$ cat config.mk
export PLATFORM = sky130hd
export DESIGN_NAME = obcd_ctrl
export DESIGN_NICKNAME = d
export VERILOG_FILES = /design/src/obcd_pkg.sv /design/src/obcd_ctrl.sv
export SDC_FILE = /design/constraint.sdc
export NUM_CORES = 1
export LEC_CHECK = 0
export BUFFER_PORTS_ARGS = -buffer_cell sky130_fd_sc_hd__clkbuf_2
export CAP_MARGIN = 20
export CORE_AREA = 2 2 39 41
export DETAILED_ROUTE_END_ITERATION = 16
export DIE_AREA = 0 0 41 43
export PLACE_DENSITY = 0.45
export SYNTH_ARGS = -nofsm -noshare
export SYNTH_HDL_FRONTEND = slang
export SYNTH_SLANG_ARGS = --single-unit
$ cat constraint.sdc
create_clock -name clk -period 1.88 [get_ports clk]
set_input_delay 0.188 -clock clk [delete_from_list [all_inputs] [get_ports clk]]
set_output_delay 0.188 -clock clk [all_outputs]
set_load 0.05 [all_outputs]
$ cat src/obcd_pkg.sv
`default_nettype none
package obcd_pkg;
    localparam int NUM_OPS = 5;
    localparam int HISTORY_DEPTH = 4096;
    localparam int OP_W = 3;
    localparam int CNT_W = 13;
    localparam int THR_W = 24;
    localparam int HIDX_W = $clog2(HISTORY_DEPTH);
    localparam int OPS_W = $clog2(NUM_OPS);
    localparam int MEM_DEPTH = NUM_OPS * HISTORY_DEPTH;
    localparam int MEM_AW = $clog2(MEM_DEPTH);
    localparam int ACC_W = 40;
    localparam int NUM_W = 30;
    localparam int DIV_STEPS = NUM_W;
    localparam int DIV_CW = $clog2(DIV_STEPS + 1);
    localparam logic [CNT_W-1:0] WINDOW_RESET = CNT_W'(50);
    localparam logic [THR_W-1:0] THRESH_RESET = THR_W'(196608);
    localparam logic [0:0] REG_WINDOW = 1'b0;
    localparam logic [0:0] REG_THRESH = 1'b1;

    typedef struct packed {
        logic load;
        logic clear_test;
        logic mem_rd;
        logic step;
        logic div_start;
        logic fire;
    } cmd_t;

    typedef struct packed {
        logic valid_op;
        logic test_run;
        logic last_k;
        logic in_prefix;
        logic div_done;
        logic hit;
    } stat_t;
endpackage
`default_nettype wire

$ cat src/obcd_ctrl.sv
`default_nettype none
module obcd_ctrl (
    input  wire logic           clk,
    input  wire logic           rst_n,
    input  wire logic           in_valid,
    output logic                in_ready,
    output logic                out_valid,
    input  wire logic           out_ready,
    output obcd_pkg::cmd_t      cmd,
    input  wire obcd_pkg::stat_t st
);
    typedef enum logic [2:0] {
        S_IDLE, S_UPD, S_RD, S_WAIT, S_DIV, S_OUT
    } state_t;

    state_t state_reg;

    assign in_ready  = (state_reg == S_IDLE);
    assign out_valid = (state_reg == S_OUT);

    always_comb
    begin
        cmd = '0;
        cmd.load       = in_valid && in_ready;
        cmd.clear_test = (state_reg == S_UPD);
        cmd.mem_rd     = (state_reg == S_RD);
        cmd.div_start  = (state_reg == S_WAIT) && !st.in_prefix;
        cmd.step       = ((state_reg == S_WAIT) && st.in_prefix)
                         || ((state_reg == S_DIV) && st.div_done);
        cmd.fire       = (state_reg == S_DIV) && st.div_done && st.hit;
    end

    always_ff @(posedge clk or negedge rst_n)
    begin
        if (!rst_n)
        begin
            state_reg <= S_IDLE;
        end
        else
        begin
            unique case (state_reg)
                S_IDLE: if (in_valid) state_reg <= S_UPD;
                S_UPD:  state_reg <= (st.valid_op && st.test_run) ? S_RD : S_OUT;
                S_RD:   state_reg <= S_WAIT;
                S_WAIT:
                begin
                    if (!st.in_prefix)
                        state_reg <= S_DIV;
                    else
                        state_reg <= S_RD;
                end
                S_DIV:
                begin
                    if (st.div_done)
                        state_reg <= (st.hit || st.last_k) ? S_OUT : S_RD;
                end
                S_OUT:  if (out_ready) state_reg <= S_IDLE;
                default: state_reg <= S_IDLE;
            endcase
        end
    end
endmodule
`default_nettype wire

After elaboration in Yosys (flattened, before gate mapping)

Index checks and enable logic that the tools add are counted.

Flip-flop bits (word level): 3
Bits in latches: 0
RAM bits: 0
Memory bits (read-only): 0
Input port bits: 10
Memories: 0

Add/subtract/negate cells: 0
Multiply operators: 0
Divide/modulo/power cells: 0
$lt $le $gt $ge: 0
Eq/ne operators: 8
Shifts and indexed selects: 0
Muxes and demuxes: 7
Bitwise logic cells: 0
Reductions and logical operators: 11

Operator list:

| kind                                                  | count |
|---|---|
| two-way mux 3 bit                                     | 6 |
| case mux 3 bit (6 select lines)                       | 1 |
| equality test 3 x 2 -> 1 bit, second input constant   | 2 |
| equality test 3 bit, second input constant            | 2 |
| logical AND 1 bit                                     | 6 |
| inequality test 2 bit, second input constant          | 2 |
| equality test 3 x 1 -> 1 bit, second input constant   | 1 |
| zero test 3 bit                                       | 1 |
| AND reduction 3 bit                                   | 1 |
| logical OR 1 bit                                      | 2 |
| inequality test 2 x 1 -> 1 bit, second input constant | 1 |
| zero test 1 bit                                       | 1 |

Longest topological paths before layout

Depth after elaboration: 4
Gate-level depth with buffers: 4
Mapped depth without buffers: 3

Worst setup path before layout

Ideal clock, no wire load.

Path kind: register to output
Start point: register state_reg[1]
End point: output port cmd[5] (netlist name)
Arrival: 2,257 ps
Data required time: 1,692 ps
Path slack: -565 ps
Stages on the path, launching flop included: 4
Buffers on the path: 1
Cells stage by stage: dfrtp_1 > buf_2 > nor3_1 > and2_1

RTL lines:

| item                   | line            | RTL |
|---|---|---|
| start, declared        | obcd_ctrl.sv:16 | `state_t state_reg;` |
| start signal, assigned | obcd_ctrl.sv:43 | `S_UPD: state_reg <= (st.valid_op && st.test_run) ? S_RD : S_OUT;` |
| start signal, assigned | obcd_ctrl.sv:55 | `state_reg <= (st.hit \|\| st.last_k) ? S_OUT : S_RD;` |
| end, declared          | obcd_ctrl.sv:9  | `output obcd_pkg::cmd_t cmd,` |

==> impl_metrics.xml <==
<?xml version="1.0" encoding="UTF-8"?>
<metrics>
  <group name="timing">
    <metric name="timing.slew.headroom" unit="%">71.7</metric>
    <metric name="layout_worst_path_cycle_share" unit="%">92.5</metric>
    <metric name="fmax" unit="MHz">575</metric>
    <metric name="period_needed" unit="ns">1.74</metric>
    <metric name="timing.setup.tns" unit="ns">0</metric>
    <metric name="rsz0062_at_grt" unit="">no</metric>
    <metric name="setup-violations-final" unit="">0</metric>
    <metric name="measured_slew_at_the_worst_slew_check_pin" unit="ns">0.424</metric>
    <metric name="skew" unit="ns">0.00159</metric>
    <metric name="finalHoldViolations" unit="">0</metric>
    <metric name="slew_viol_final" unit="">0</metric>
  </group>
  <group name="synth">
    <metric name="synth_top_area_share" unit="%">23.7</metric>
    <metric name="synth_top_family_by_area" unit="">simple AND/OR/NAND/NOR gates</metric>
    <metric name="synth_xor_xnor_area_share" unit="%">0</metric>
    <metric name="yosys-top-cells-area" unit="">dfrtp_1, nand2b_1, nor2_1, a21oi_1, nand2_1</metric>
    <metric name="synth.avg_cell_area" unit="µm²">7.54</metric>
    <metric name="postSynthCellCount" unit="">42</metric>
    <metric name="fraction_of_the_mapped_netlist_area_in_compound_gates" unit="%">20.6</metric>
    <metric name="synth.area.mux_share" unit="%">0</metric>
    <metric name="syn-num-nets" unit="">52</metric>
    <metric name="synth_adder_area_share" unit="%">0</metric>
    <metric name="synth-seq-area-share" unit="%">23.7</metric>
    <metric name="synth-simple-area-share" unit="%">49.0</metric>
    <metric name="synth_area" unit="µm²">317</metric>
    <metric name="synth-warning-count" unit="">0</metric>
    <metric name="dominant_cell_type_by_area_after_synthesis" unit="">dfrtp_1</metric>
    <metric name="synth.distinct_cells" unit="">25</metric>
    <metric name="synth-seq-cells" unit="">3</metric>
  </group>
  <group name="detailed_routing">
    <metric name="drt_first_pass_iters" unit="">4</metric>
    <metric name="totalWireLength" unit="µm">761</metric>
    <metric name="num_vias" unit="">365</metric>
    <metric name="vias_per_cell" unit="">4.68</metric>
    <metric name="drc" unit="">0</metric>
    <metric name="post_drt_wl_per_cell" unit="µm">9.76</metric>
    <metric name="route.antenna.remaining_nets" unit="">0</metric>
    <metric name="drtIter0Drc" unit="">7</metric>
  </group>
  <group name="flow_run">
    <metric name="drv_cap" unit="">0</metric>
  </group>
  <group name="power">
    <metric name="p_sw_share" unit="%">55.3</metric>
    <metric name="power.share.clock" unit="%">13.6</metric>
    <metric name="switchingPower" unit="µW">446</metric>
    <metric name="share_of_power_burned_in_registers" unit="%">21.8</metric>
    <metric name="totalPowerFinal" unit="µW">806</metric>
    <metric name="ir_drop" unit="mV">0.459</metric>
    <metric name="cellPowerDensity" unit="nW/µm²">1750</metric>
    <metric name="p_int" unit="µW">360</metric>
    <metric name="comb_pwr_share" unit="%">64.6</metric>
    <metric name="power.static_leakage" unit="µW">0.000230</metric>
  </group>
  <group name="min_path">
    <metric name="holdCritStartpoint" unit="">st[2]</metric>
    <metric name="worstHoldEndpoint" unit="">state_reg[2]</metric>
    <metric name="path_class_of_the_lowest_slack_min_delay_path" unit="">in2reg</metric>
    <metric name="min_delay_path_depth" unit="">2</metric>
  </group>
  <group name="die">
    <metric name="die-height" unit="µm">43</metric>
    <metric name="die_w" unit="µm">41</metric>
    <metric name="ios" unit="">18</metric>
    <metric name="die_area" unit="µm²">1760</metric>
    <metric name="placeableCoreArea" unit="µm²">1380</metric>
    <metric name="floorplan.rows" unit="">14</metric>
    <metric name="floorplan.initialDensity" unit="%">22.9</metric>
  </group>
  <group name="setup_path">
    <metric name="rr_worst_depth" unit="">3</metric>
    <metric name="timing.setup.critical_path_class" unit="">reg2out</metric>
    <metric name="crit_path_max_fanout" unit="">14</metric>
    <metric name="worst_setup_path_start_kind" unit="">register</metric>
    <metric name="timing.rr.start" unit="">state_reg[2]</metric>
    <metric name="timing.critical_path.required" unit="ns">1.69</metric>
    <metric name="timing.reg2reg.setup_slack" unit="ns">0.46</metric>
    <metric name="worst_ep_arrival_time" unit="ns">1.55</metric>
    <metric name="worstSetupEndpointType" unit="">primary output</metric>
    <metric name="regToRegEndpoint" unit="">state_reg[1]</metric>
  </group>
  <group name="final_layout">
    <metric name="number_of_flip_flops_under_the_largest_register_name" unit="">3</metric>
    <metric name="multiInputGateArea" unit="µm²">231</metric>
    <metric name="final_cell_mix" unit="">clkbuf_2, nor2_1, nand2b_1, nand2_1</metric>
    <metric name="n_fill_cell" unit="">159</metric>
    <metric name="commonest_non_fill_non_tap_cell_in_the_layout" unit="">clkbuf_2</metric>
    <metric name="nNetsFinal" unit="">73</metric>
    <metric name="postLayoutCoreUtil" unit="%">33.3</metric>
    <metric name="sequential_cell_area" unit="µm²">76.3</metric>
    <metric name="n_antenna_cell" unit="">0</metric>
    <metric name="final_layout_size_suffix_gt1_share" unit="%">41.9</metric>
    <metric name="syn_to_final_growth" unit="%">45.5</metric>
  </group>
  <group name="clocking">
    <metric name="clk_pin_slew" unit="ns">0.04</metric>
    <metric name="worst_skew_pair.late_latency" unit="ns">0.23</metric>
    <metric name="cts.sink_count" unit="">3</metric>
    <metric name="cts_buffers" unit="">3</metric>
    <metric name="buffer_cell_driving_the_clock_tree_root" unit="">clkbuf_4</metric>
    <metric name="cts-root-to-sink-buffers" unit="">2</metric>
    <metric name="cts_setup_buffers" unit="">0</metric>
    <metric name="clock_tree.htree_level_count" unit="">1</metric>
    <metric name="cts_tree" unit="">yes</metric>
  </group>
  <group name="placement">
    <metric name="buffer_ports.inserted" unit="">17</metric>
    <metric name="routabilityCongestion" unit="">0.747</metric>
    <metric name="hpwl_after_detailed_placement" unit="µm">639</metric>
  </group>
  <group name="grt">
    <metric name="grt_start_max_net_pins" unit="">15</metric>
    <metric name="antenna_found_initial" unit="">0</metric>
    <metric name="groute.usage.overall" unit="%">10.8</metric>
    <metric name="grt_pass1_vias" unit="">346</metric>
    <metric name="global_route.overflow_total" unit="">0</metric>
    <metric name="wire_length_of_the_first_global_routing_pass" unit="µm">1360</metric>
  </group>
  <group name="status">
    <metric name="outcome" unit="">finished clean</metric>
  </group>
</metrics>
-- critical path, stage by stage (launching register included) --
cell and delay [ns]:
dfrtp_1 0.59, and2b_1 0.26, a31o_2 0.24, clkbuf_2 0.23
-- worst max-delay path by stage --
stage	startpoint	to	slack, ns	depth (start not counted)
detailed placement	state_reg[1]	cmd[2]	0.32	4
global placement	state_reg[1]	cmd[2]	0.35	4
finish	state_reg[2]	cmd[2]	0.14	3
CTS	state_reg[1]	cmd[2]	0.08	4
floorplan	state_reg[1]	cmd[5]	0.12	3
global route	state_reg[2]	cmd[2]	0.05	3
-- routing by layer --
metal | vias up | routed length [µm] | GRT usage, %
met1 | 165 | 345 | 15.9
met5 | - | 0 | 0
met3 | 0 | 34 | 1.57
li1 | 193 | - | -
met2 | 7 | 381 | 15.3
met4 | 0 | 0 | 4.00
-- cell type report --
type / count / area share [%]
clock buffer: 4 / 5.71
inverter: 1 / 0.815
multi-input combinational: 35 / 50.3
sequential: 3 / 16.6
tap: 16 / 4.35
timing repair buffer: 19 / 22.3
-- metrics by stage --
step                instance area (µm²)  setup WS (ns)  hold slack (ns)  cells
floorplan                           328          0.121           -0.108     42
global placement                    423          0.348          -0.0129     73
detailed placement                  423          0.318          -0.0126     73
CTS                                 459         0.0829            0.224     78
global route                        460         0.0470            0.233     78
finish                              460          0.142            0.222     78
-- timing repair --
item	CTS	global route
resized for setup	0	1
hold endpoints to repair	3	0
setup endpoints to repair	0	1
hold buffers	1	0
-- cell families after synthesis --
group	count (synthesis)
and+or+nand+nor	26
AOI/OAI and AO/OA	9
buffers and inverters	4
DFF	3
-- cell usage after synthesis --
library cell,instances
or3_1,1
nand2b_1,4
nor3b_2,1
nor3_1,2
a221oi_1,1
a21boi_0,1
and3_1,1
nor2_1,5
inv_1,1
or4b_1,1
and2b_1,1
a32oi_1,1
and2_1,2
and3b_1,1
buf_2,2
o22a_1,1
buf_4,1
or2_2,1
nand2_1,4
dfrtp_1,3
a31o_2,1
nand4b_1,1
a21oi_1,3
nand3b_1,1
o211ai_1,1
-- power by group through the flow --
stage | clock (µW) | sequential, µW | combinational [µW]
3_3_place_gp | 0 | 179 | 531
5_1_grt | 120 | 193 | 559
4_1_cts | 113 | 176 | 529
6_report | 109 | 176 | 521
3_5_place_dp | 0 | 177 | 526
2_1_floorplan | 0 | 112 | 490
Power figures use the tool's default switching activity.
